File: src/rtl/core/hdr_pkg.sv
`timescale 1ns / 1ps

package hdr_pkg;

  localparam int ROUTER_W = 16;
  localparam int TERM_W = 20;
  localparam int PORT_W = 7;
  localparam int VC_W = 4;
  localparam int CFG_IDX_W = 4;
  localparam int CFG_DATA_W = 5;
  localparam int RADIX_W = 5;
  localparam int DIMS_W = 3;
  localparam int CONC_W = 5;
  localparam int VCS_W = 5;
  localparam int VC_MAX = 16;

  // quotient bits resolved per pipeline stage
  localparam int STEPS_PER_STG = 5;

  typedef enum logic [CFG_IDX_W-1:0] {
    REG_RADIX_K         = 4'd0,
    REG_DIMENSIONS_N    = 4'd1,
    REG_CONCENTRATION_C = 4'd2,
    REG_VC_COUNT        = 4'd3
  } cfg_reg_t;

endpackage

File: src/rtl/core/hyperx_dor_route_compute.sv
`timescale 1ns / 1ps

// HyperX dimension-order route computation. Each item (current router, destination
// terminal, injection flag) yields exactly one result: output port, eject flag, vc
// range and a range error when either router id is at or above K^N. A new item is
// taken every cycle while in_stall is low. The result comes from a chain of restoring
// long divisions, terminal by C and then both router ids by K once per dimension,
// resolved five quotient bits per pipeline stage. The router id range check falls
// out of those same divisions. Stalls on the result side back up through the stage
// valids, so empty stages still fill while a result waits.
// Registers are read live and must only be written while no item is in flight.
module hyperx_dor_route_compute #(
  parameter int MAX_RADIX = 16,
  parameter int MAX_DIMS = 4,
  parameter int MAX_CONC = 16
) (
  input  logic                            clk,
  input  logic                            rst_n,
  input  logic                            cfg_valid,
  output logic                            cfg_ready,
  input  logic [hdr_pkg::CFG_IDX_W-1:0]   cfg_index,
  input  logic [hdr_pkg::CFG_DATA_W-1:0]  cfg_data,
  input  logic                            in_valid,
  output logic                            in_stall,
  input  logic [hdr_pkg::ROUTER_W-1:0]    in_current_router,
  input  logic [hdr_pkg::TERM_W-1:0]      in_dest_terminal,
  input  logic                            in_injecting,
  output logic                            out_valid,
  input  logic                            out_stall,
  output logic                            out_no_route,
  output logic [hdr_pkg::PORT_W-1:0]      out_egress,
  output logic                            out_ejecting,
  output logic [hdr_pkg::VC_W-1:0]        out_vc_first,
  output logic [hdr_pkg::VC_W-1:0]        out_vc_last,
  output logic                            out_range_error
);

  localparam int TW = hdr_pkg::TERM_W;
  localparam int P = hdr_pkg::STEPS_PER_STG;
  localparam int KW = $clog2(MAX_RADIX + 1);
  localparam int CW = $clog2(MAX_CONC + 1);
  localparam int NW = $clog2(MAX_DIMS + 1);
  localparam int DIVW = (KW > CW) ? KW : CW;
  localparam int PW_NEED = $clog2(MAX_DIMS * (MAX_RADIX - 1) + MAX_CONC);
  localparam int PWI = (PW_NEED > hdr_pkg::PORT_W) ? PW_NEED : hdr_pkg::PORT_W;
  localparam int NSTG = (TW * (MAX_DIMS + 1)) / P;

  typedef struct packed {
    logic [TW-1:0]   qa;        // terminal, then destination router quotient
    logic [TW-1:0]   qb;        // current router quotient
    logic [DIVW-1:0] ra;
    logic [DIVW-1:0] rb;
    logic [CW-1:0]   term_rem;
    logic            same;
    logic            inj;
    logic            err;
    logic            found;
    logic [PWI-1:0]  acc;       // sum of (k-1) over dimensions passed
    logic [PWI-1:0]  port;
  } pipe_t;

  logic [hdr_pkg::RADIX_W-1:0] radix_r;
  logic [hdr_pkg::DIMS_W-1:0]  dims_r;
  logic [hdr_pkg::CONC_W-1:0]  conc_r;
  logic [hdr_pkg::VCS_W-1:0]   vcs_r;

  logic [KW-1:0]               k_cl;
  logic [NW-1:0]               n_cl;
  logic [CW-1:0]               c_cl;
  logic [hdr_pkg::VCS_W-1:0]   vcs_cl;

  pipe_t                       entry;
  pipe_t                       stg_nxt [NSTG];
  pipe_t                       stg_r [NSTG];
  logic [NSTG-1:0]             v_r;
  logic [NSTG:0]               adv;

  logic                        out_valid_r;
  logic                        no_route_r;
  logic [hdr_pkg::PORT_W-1:0]  port_r;
  logic                        ejecting_r;
  logic [hdr_pkg::VC_W-1:0]    vc_last_r;
  logic                        range_error_r;

  logic                        no_route_nxt;
  logic [PWI-1:0]              port_nxt;
  logic                        ejecting_nxt;
  logic [hdr_pkg::VC_W-1:0]    vc_last_nxt;
  logic                        range_error_nxt;

  // configuration registers
  assign cfg_ready = 1'b1;

  always_ff @(posedge clk) begin
    if (!rst_n) begin
      radix_r <= hdr_pkg::RADIX_W'(4);
      dims_r  <= hdr_pkg::DIMS_W'(2);
      conc_r  <= hdr_pkg::CONC_W'(1);
      vcs_r   <= hdr_pkg::VCS_W'(4);
    end else if (cfg_valid && cfg_ready) begin
      unique case (hdr_pkg::cfg_reg_t'(cfg_index))
        hdr_pkg::REG_RADIX_K:         radix_r <= cfg_data;
        hdr_pkg::REG_DIMENSIONS_N:    dims_r  <= cfg_data[hdr_pkg::DIMS_W-1:0];
        hdr_pkg::REG_CONCENTRATION_C: conc_r  <= cfg_data;
        hdr_pkg::REG_VC_COUNT:        vcs_r   <= cfg_data;
        default: ;
      endcase
    end
  end

  always_comb begin
    if (radix_r < hdr_pkg::RADIX_W'(2)) begin
      k_cl = KW'(2);
    end else if (int'(radix_r) > MAX_RADIX) begin
      k_cl = KW'(MAX_RADIX);
    end else begin
      k_cl = KW'(radix_r);
    end

    if (dims_r == '0) begin
      n_cl = NW'(1);
    end else if (int'(dims_r) > MAX_DIMS) begin
      n_cl = NW'(MAX_DIMS);
    end else begin
      n_cl = NW'(dims_r);
    end

    if (conc_r == '0) begin
      c_cl = CW'(1);
    end else if (int'(conc_r) > MAX_CONC) begin
      c_cl = CW'(MAX_CONC);
    end else begin
      c_cl = CW'(conc_r);
    end

    if (vcs_r == '0) begin
      vcs_cl = hdr_pkg::VCS_W'(1);
    end else if (int'(vcs_r) > hdr_pkg::VC_MAX) begin
      vcs_cl = hdr_pkg::VCS_W'(hdr_pkg::VC_MAX);
    end else begin
      vcs_cl = vcs_r;
    end
  end

  // flow control: a stage moves when it is empty or the one after it moves
  always_comb begin
    adv[NSTG] = !out_valid_r || !out_stall;
    for (int s = NSTG - 1; s >= 0; s--) begin
      adv[s] = !v_r[s] || adv[s+1];
    end
  end

  assign in_stall = !adv[0];

  always_comb begin
    entry = '0;
    entry.qa = in_dest_terminal;
    entry.qb = TW'(in_current_router);
    entry.inj = in_injecting;
  end

  // division pipeline: first the terminal by c, then both router ids by k per dimension
  for (genvar s = 0; s < NSTG; s++) begin : g_stage
    pipe_t src;
    pipe_t step_nxt;

    if (s == 0) begin : g_first
      assign src = entry;
    end else begin : g_rest
      assign src = stg_r[s-1];
    end

    always_comb begin
      pipe_t         w;
      logic [DIVW:0] ta;
      logic [DIVW:0] tb;
      logic [DIVW:0] dv;
      logic [DIVW:0] dd;
      int            g;
      int            ph;
      int            dim;
      w = src;
      ta = '0;
      tb = '0;
      dd = '0;
      for (int p = 0; p < P; p++) begin
        g = s * P + p;
        ph = g / hdr_pkg::TERM_W;
        dim = ph - 1;
        dv = (ph == 0) ? (DIVW+1)'(c_cl) : (DIVW+1)'(k_cl);

        ta = {w.ra, w.qa[TW-1]};
        w.qa = {w.qa[TW-2:0], 1'b0};
        if (ta >= dv) begin
          ta = ta - dv;
          w.qa[0] = 1'b1;
        end
        w.ra = ta[DIVW-1:0];

        if (ph != 0) begin
          tb = {w.rb, w.qb[TW-1]};
          w.qb = {w.qb[TW-2:0], 1'b0};
          if (tb >= dv) begin
            tb = tb - dv;
            w.qb[0] = 1'b1;
          end
          w.rb = tb[DIVW-1:0];
        end

        // end of one full division
        if ((g % hdr_pkg::TERM_W) == hdr_pkg::TERM_W - 1) begin
          if (ph == 0) begin
            w.term_rem = w.ra[CW-1:0];
            w.same = (w.qa == w.qb);
          end else if (dim < int'(n_cl)) begin
            if (!w.found && (w.ra != w.rb)) begin
              // wrapped offset of the destination digit
              if (w.ra >= w.rb) begin
                dd = {1'b0, w.ra} - {1'b0, w.rb};
              end else begin
                dd = {1'b0, w.ra} + (DIVW+1)'(k_cl) - {1'b0, w.rb};
              end
              w.found = 1'b1;
              w.port = w.acc + PWI'(dd) - PWI'(1);
            end
            w.acc = w.acc + PWI'(k_cl) - PWI'(1);
            if (dim == int'(n_cl) - 1) begin
              w.err = (w.qa != '0) || (w.qb != '0);
            end
          end
          w.ra = '0;
          w.rb = '0;
        end
      end
      step_nxt = w;
    end

    assign stg_nxt[s] = step_nxt;
  end

  always_ff @(posedge clk) begin
    if (!rst_n) begin
      v_r <= '0;
    end else begin
      if (adv[0]) begin
        v_r[0] <= in_valid;
      end
      for (int s = 1; s < NSTG; s++) begin
        if (adv[s]) begin
          v_r[s] <= v_r[s-1];
        end
      end
    end
  end

  always_ff @(posedge clk) begin
    for (int s = 0; s < NSTG; s++) begin
      if (adv[s]) begin
        stg_r[s] <= stg_nxt[s];
      end
    end
  end

  // result selection
  always_comb begin
    pipe_t fin;
    fin = stg_r[NSTG-1];
    no_route_nxt = fin.inj;
    range_error_nxt = fin.err;
    ejecting_nxt = 1'b0;
    port_nxt = '0;
    vc_last_nxt = hdr_pkg::VC_W'(vcs_cl - hdr_pkg::VCS_W'(1));
    if (fin.inj || fin.err) begin
      port_nxt = '0;
    end else if (fin.same) begin
      ejecting_nxt = 1'b1;
      port_nxt = fin.acc + PWI'(fin.term_rem);
    end else begin
      port_nxt = fin.port;
    end
  end

  always_ff @(posedge clk) begin
    if (!rst_n) begin
      out_valid_r <= 1'b0;
    end else if (adv[NSTG]) begin
      out_valid_r <= v_r[NSTG-1];
    end
  end

  always_ff @(posedge clk) begin
    if (adv[NSTG]) begin
      no_route_r    <= no_route_nxt;
      port_r        <= port_nxt[hdr_pkg::PORT_W-1:0];
      ejecting_r    <= ejecting_nxt;
      vc_last_r     <= vc_last_nxt;
      range_error_r <= range_error_nxt;
    end
  end

  assign out_valid       = out_valid_r;
  assign out_no_route    = no_route_r;
  assign out_egress      = port_r;
  assign out_ejecting    = ejecting_r;
  assign out_vc_first    = '0;
  assign out_vc_last     = vc_last_r;
  assign out_range_error = range_error_r;

  // input side only stalls when every stage holds an item and the result is held
  assert property (@(posedge clk) disable iff (!rst_n)
    in_stall |-> ((&v_r) && out_valid_r && out_stall))
    else $error("input stalled with room in the pipeline");

  assert property (@(posedge clk) disable iff (!rst_n)
    (in_valid && !in_stall) |=> v_r[0])
    else $error("accepted item not captured in first stage");

  assert property (@(posedge clk) disable iff (!rst_n)
    (out_valid && out_no_route) |-> (!out_ejecting && (out_egress == '0)))
    else $error("injection result carries a port");

  assert property (@(posedge clk) disable iff (!rst_n)
    (out_valid && out_ejecting) |-> (!out_range_error && !out_no_route))
    else $error("ejection reported on an invalid or injection item");

endmodule
File: config.mk
export PLATFORM = sky130hd
export DESIGN_NAME = hyperx_dor_route_compute
export DESIGN_NICKNAME = d
export VERILOG_FILES = /design/src/rtl/core/hdr_pkg.sv /design/src/rtl/core/hyperx_dor_route_compute.sv
export SDC_FILE = /design/constraint.sdc
export NUM_CORES = 2
export LEC_CHECK = 0
export BUFFER_PORTS_ARGS = -buffer_cell sky130_fd_sc_hd__buf_2
export CAP_MARGIN = 10
export CORE_MARGIN = 3
export CORE_UTILIZATION = 33
export DETAILED_ROUTE_END_ITERATION = 10
export HOLD_SLACK_MARGIN = 0.03
export PLACE_DENSITY_LB_ADDON = 0.05
export SETUP_SLACK_MARGIN = 0.05
export SLEW_MARGIN = 15
export SYNTH_ARGS = -nofsm -noshare
export SYNTH_HDL_FRONTEND = slang
export SYNTH_SLANG_ARGS = --single-unit
File: constraint.sdc
create_clock -name clk -period 58.5 [get_ports clk]
set_input_delay 5.85 -clock clk [delete_from_list [all_inputs] [get_ports clk]]
set_output_delay 5.85 -clock clk [all_outputs]
set_load 0.03 [all_outputs]
# ---- Word-level counts from Yosys, hierarchy flattened
# Memories as Yosys holds them, arrays and structs flattened.
# Cells that the tools add are included.
dict set report word_totals {
  in_bits 51
  romBits 0
  regBits 53
  mem_count 1
  elab_cells 958
  latchBits 0
  output_inout_bits 21
  mem_bits_rw 1460
}
# name words word_bits rd rd_ports_with_merged_regs wr line_no
set mem_list {}
lappend mem_list {stg_r 20 73 20 0 20 hyperx_dor_route_compute.sv:74} ;# pipe_t stg_r [NSTG];
dict set report op_classes {
  eq_ne 11
  bitwise 0
  order_cmp 193
  mux 438
  n_shift 0
  multipliers 0
  add_sub_neg 211
  reduce_logical 74
  div_mod_pow 0
}
# operator n
set op_table {}
lappend op_table {{$ge A6 B5 Y1} 179}
lappend op_table {{$mux W5} 184}
lappend op_table {{$sub A5 B5 Y5} 179}
lappend op_table {{$mux W1} 229}
lappend op_table {{$reduce_bool A20 Y1} 8}
lappend op_table {{$mux W6} 12}
lappend op_table {{$mux W16} 4}
lappend op_table {{$sub A7 B1 Y7 const B} 8}
lappend op_table {{$add A7 B5 Y7} 5}
lappend op_table {{$mux W7} 5}
lappend op_table {{$logic_not A32 Y1} 1}
lappend op_table {{$add A7 B6 Y7} 4}
lappend op_table {{$logic_not A1 Y1} 27}
lappend op_table {{$logic_or A1 B1 Y1} 26}
lappend op_table {{$add A5 B5 Y6} 4}
lappend op_table {{$sub A5 B5 Y6} 4}
lappend op_table {{$sub A6 B5 Y6} 4}
lappend op_table {{$eq A20 B20 Y1} 1}
lappend op_table {{$ge A5 B5 Y1} 4}
lappend op_table {{$ne A5 B5 Y1} 4}
lappend op_table {{$gt A5 B5 Y1 const B} 3}
lappend op_table {{$logic_not A5 Y1} 2}
lappend op_table {{$eq A3 B4 Y1 const A} 2}
lappend op_table {{$eq A4 B2 Y1 const B} 2}
lappend op_table {{16 further kinds} 26}

# ---- Depth between registers and ports, before layout
dict set report logic_depth {
  depth_word 24
  depth_mapped 65
  depth_no_buf 62
}

# ---- Least setup slack after synthesis
# Ideal clock, no wire load.
dict set report synth_timing {
  kind {register to register}
  from {reg radix_r[2] (netlist name)}
  to {mem stg_r[4][224] (netlist name) (data pin)}
  required_ps 58240
  setup_time_ps 260
  slack_ps 6779
  arrival_time_ps 51461
  stages_incl_launch_ff 52
  period_less_slack_ps 51721
  n_path_buf 2
  cell_sequence {dfxtp_1 -> nor2_1 -> o21ai_0 -> inv_1 -> fa_1 -> nand2b_1 -> a21oi_1 -> o21ai_0 -> and3_1 -> buf_2 -> mux2_2 -> fa_1 -> nand2b_1 -> a21oi_1 -> a41o_1 -> a21oi_1 -> o211ai_1 -> mux2i_1 -> (+16 left out) -> buf_2 -> mux2i_1 -> ha_1 -> inv_1 -> fa_1 -> a21o_1 -> a21oi_1 -> nor2b_1 -> nor3_1 -> o21ai_0 -> ha_1 -> inv_1 -> ha_1 -> fa_1 -> a21o_1 -> a21oi_1 -> xnor2_1 -> mux2_2}
}
# element line_no
set synth_lines {}
lappend synth_lines {{start, declared} hyperx_dor_route_compute.sv:62} ;# logic [hdr_pkg::RADIX_W-1:0] radix_r;
lappend synth_lines {{start signal, assigned} hyperx_dor_route_compute.sv:96} ;# radix_r <= hdr_pkg::RADIX_W'(4);
lappend synth_lines {{start signal, assigned} hyperx_dor_route_compute.sv:102} ;# hdr_pkg::REG_RADIX_K: radix_r <= cfg_data;
lappend synth_lines {{end, declared} hyperx_dor_route_compute.sv:74}

# ---- Final worst setup path
dict set report layout_timing {
  from {in out_stall}
  to {out in_stall}
}
dict set report layout_between {
  elab_chain_len 23
}
# element line_no
set layout_rtl {}
lappend layout_rtl {{start, declared} hyperx_dor_route_compute.sv:29} ;# input logic out_stall,
lappend layout_rtl {{$logic_not A1 Y1} hyperx_dor_route_compute.sv:147} ;# adv[NSTG] = !out_valid_r || !out_stall;
lappend layout_rtl {{$logic_or A1 B1 Y1} hyperx_dor_route_compute.sv:147}
lappend layout_rtl {{$logic_or A1 B1 Y1} hyperx_dor_route_compute.sv:149} ;# adv[s] = !v_r[s] || adv[s+1];
lappend layout_rtl {{named net adv[19]} hyperx_dor_route_compute.sv:76} ;# logic [NSTG:0] adv;
lappend layout_rtl {{$logic_or A1 B1 Y1 (4 in a row)} hyperx_dor_route_compute.sv:149}
lappend layout_rtl {{named net adv[15]} hyperx_dor_route_compute.sv:76}
lappend layout_rtl {{$logic_or A1 B1 Y1 (15 in a row)} hyperx_dor_route_compute.sv:149}
lappend layout_rtl {{$logic_not A1 Y1} hyperx_dor_route_compute.sv:153} ;# assign in_stall = !adv[0];
lappend layout_rtl {{end, declared} hyperx_dor_route_compute.sv:24} ;# output logic in_stall,
# The timed path passes the listed nets, and every way through them passes these cells.

==> reports/qor.txt <==
Worst hold margin = 382 ps
Sequential area share after synthesis = 44.2%
Area Overhead vs Synth = 12.3%
CP Launch Type = primary input
Post-route DRC = 0
Fill cells = 24700
Critical path's slowest cell = nor4_1
Layout cells sized above 1 = 12.0%
Synth Cell Area = 84700 µm²
GP Congestion = 0.794
Pin count of the biggest net entering global routing = 61
Max Buffers Root-to-Sink = 3
WP data arrival = 9780 ps
CTS tree = yes
Final net count = 8621
Initial antenna violation count = 6
Worst setup path category = in -> out
Unrepaired setup endpoints after global routing = false
Root buf cell = clkbuf_16
H-tree levels = 4
Via count = 53200
Initial DRC Count = 2159
Overflow after GRT = 0
Multi-input gate area = 44000 µm²
CTS resizes = 0
Run status = finished clean
Critical path endpoint category = output pin
Die W = 513 µm
FF+latch count, synth = 1261
Minimum clock period = 15630 ps
PortBufs = 66
Fin. max-slew vios = 0
Crit-path cells = buf_2, and3_1, inv_1, nor2_1, and2_1, inv_2, nor4_1, buf_4, and3_1, and2_1, nand2_4, inv_1, buf_2
Final Setup Violations = 0
Die ar. = 263000 µm²
Mapped Cells = 7138
Setup TNS = 0 ps
Met3 WL = 5010 µm
Clk sink count = 1261
Cts bufs inserted = 161
Core ar. = 255000 µm²
Hold Crit Class = reg -> reg
Number of flops mapped to enable cells by yosys = 1222
Highest Signal Layer = met4
Slowest Stage Delay on Critical Path = 780 ps
Yosys warns = 0
Setup Buffers After CTS = 0
DR WL/cell = 18.5 µm
First-pass GRT wire length = 322000 µm
Cts-stage hold buffer count = 0
Worst-Skew Late Latency = 790 ps
Most frequent cells in the layout = 1222 x edfxtp_1, 981 x ha_1, 798 x inv_1, 462 x a21oi_1, 375 x xnor2_1
Total wire length = 202000 µm
Clk_skew = 43.2 ps
Ports = 72
M1 wire length = 93200 µm
DR vias/cell = 4.88
Worst Path Max Fanout = 43
Initial Util = 33.3%
Clk pin slew, worst setup/hold paths = 50 ps
Predominant post-synthesis flop cell = edfxtp_1
Met2 routed WL = 98100 µm
Vias in the first global route = 56100
Commonest non-fill, non-tap cell in the layout = edfxtp_1
Die Y = 513 µm
Req. time, crit path = 52650 ps
Worst-margin pin slew = 1170 ps
Antenna violation net count after detailed routing = 0
F_max = 64.0 MHz
Max transition margin = 21.2%
Crit share post-route = 26.7%
FF/Latch Area = 37500 µm²
Overall global routing resource usage = 15.4%
Hold Vio Cnt, Final = 0
Post-synth ARST share = 0%
Max_cap viols = 0
Post-synth cell types = 110
FP Rows = 185
Drt pass-1 iters = 5
Dpl hpwl = 149000 µm
Avg Cell Area, Syn = 11.9 µm²
## per-layer routing
| layer | vias to the layer above | GRT usage, % |
|---|---|---|
| li1 | 26900 | - |
| met1 | 25500 | 20.0 |
| met2 | 555 | 26.9 |
| met3 | 278 | 2.04 |
| met4 | 0 | 4.24 |
| met5 | - | 0 |
## synthesized netlist by cell type, drive strengths merged, types with 40 or more instances
cell type	instances	area share, %
o21ai	256	1.5
o211ai	40	0.45
a41o	58	0.69
and3	104	0.77
edfxtp	1222	43
nor2	306	1.4
a21oi	464	2.7
fa	199	4.7
nand4	55	0.41
nand3	50	0.30
mux2	357	4.8
nand2	224	0.99
xnor2	375	3.9
nor2b	97	0.72
inv	819	3.6
ha	981	14
nand2b	107	0.79
nor4	44	0.32
a21o	255	2.3
nor3	44	0.27
xor2	150	1.6
a211oi	62	0.61
mux2i	264	3.2
## final timing paths
check                startpoint       endpoint  slack [ps]  cells after the start
setup / recovery      out_stall       in_stall       42870                     13
hold / removal    stg_r[1][106]  stg_r[1][184]         380                      0
setup reg to reg     radix_r[4]  stg_r[3][225]       43900                     59
hold reg to reg   stg_r[1][106]  stg_r[1][184]         380                      0
## sequential cells by signal, summed over array words and instances (netlist names)
name and count:
out_egress 7, stg_r 1208, radix_r 5, conc_r 5, dims_r 3, out_vc_last 4, v_r 20, out_no_route 1
out_range_error 1, out_valid 1, out_ejecting 1, vcs_r 5
## metrics by stage
| stage | worst slack, ps | util (%) | area (µm²) | cells |
|---|---|---|---|---|
| after global placement | 42390 | 35.2 | 89700 | 10600 |
| after CTS | 42450 | 37.3 | 95200 | 10900 |
| after floorplan | 6780 | - | 84800 | 7149 |
| after detailed placement | 42490 | 35.2 | 89700 | 10600 |
| final | 42870 | 37.3 | 95200 | 10900 |
| after global routing | 42410 | 37.3 | 95200 | 10900 |
## cells by family after synthesis
family / after synthesis / synth area share [%]
buf+inv: 884 / 4.01
mux: 621 / 7.95
compound gates: 1428 / 11.5
other cells: 2 / 0.00886
fa+ha+maj: 1180 / 19.2
xor+xnor: 525 / 5.43
simple gates: 1237 / 7.73
flops: 1261 / 44.2
## cell type report
| class | instances | share of cell area, % |
|---|---|---|
| clock inverter | 94 | 1.26 |
| multi-input combinational | 5004 | 46.3 |
| timing repair buffer | 140 | 0.944 |
| inverter | 822 | 3.27 |
| tap | 3366 | 4.42 |
| antenna | 3 | 0.00789 |
| clock buffer | 199 | 4.47 |
| sequential | 1261 | 39.4 |
## worst max-delay path: cells and delay by family
kind / cells / cell delay [ps]
buf+inv: 6 / 1420
simple gates: 7 / 2500
Power is left out: the tool's default activity adds up to more than one toggle a clock period on the data nets, which glitch-free logic cannot reach.
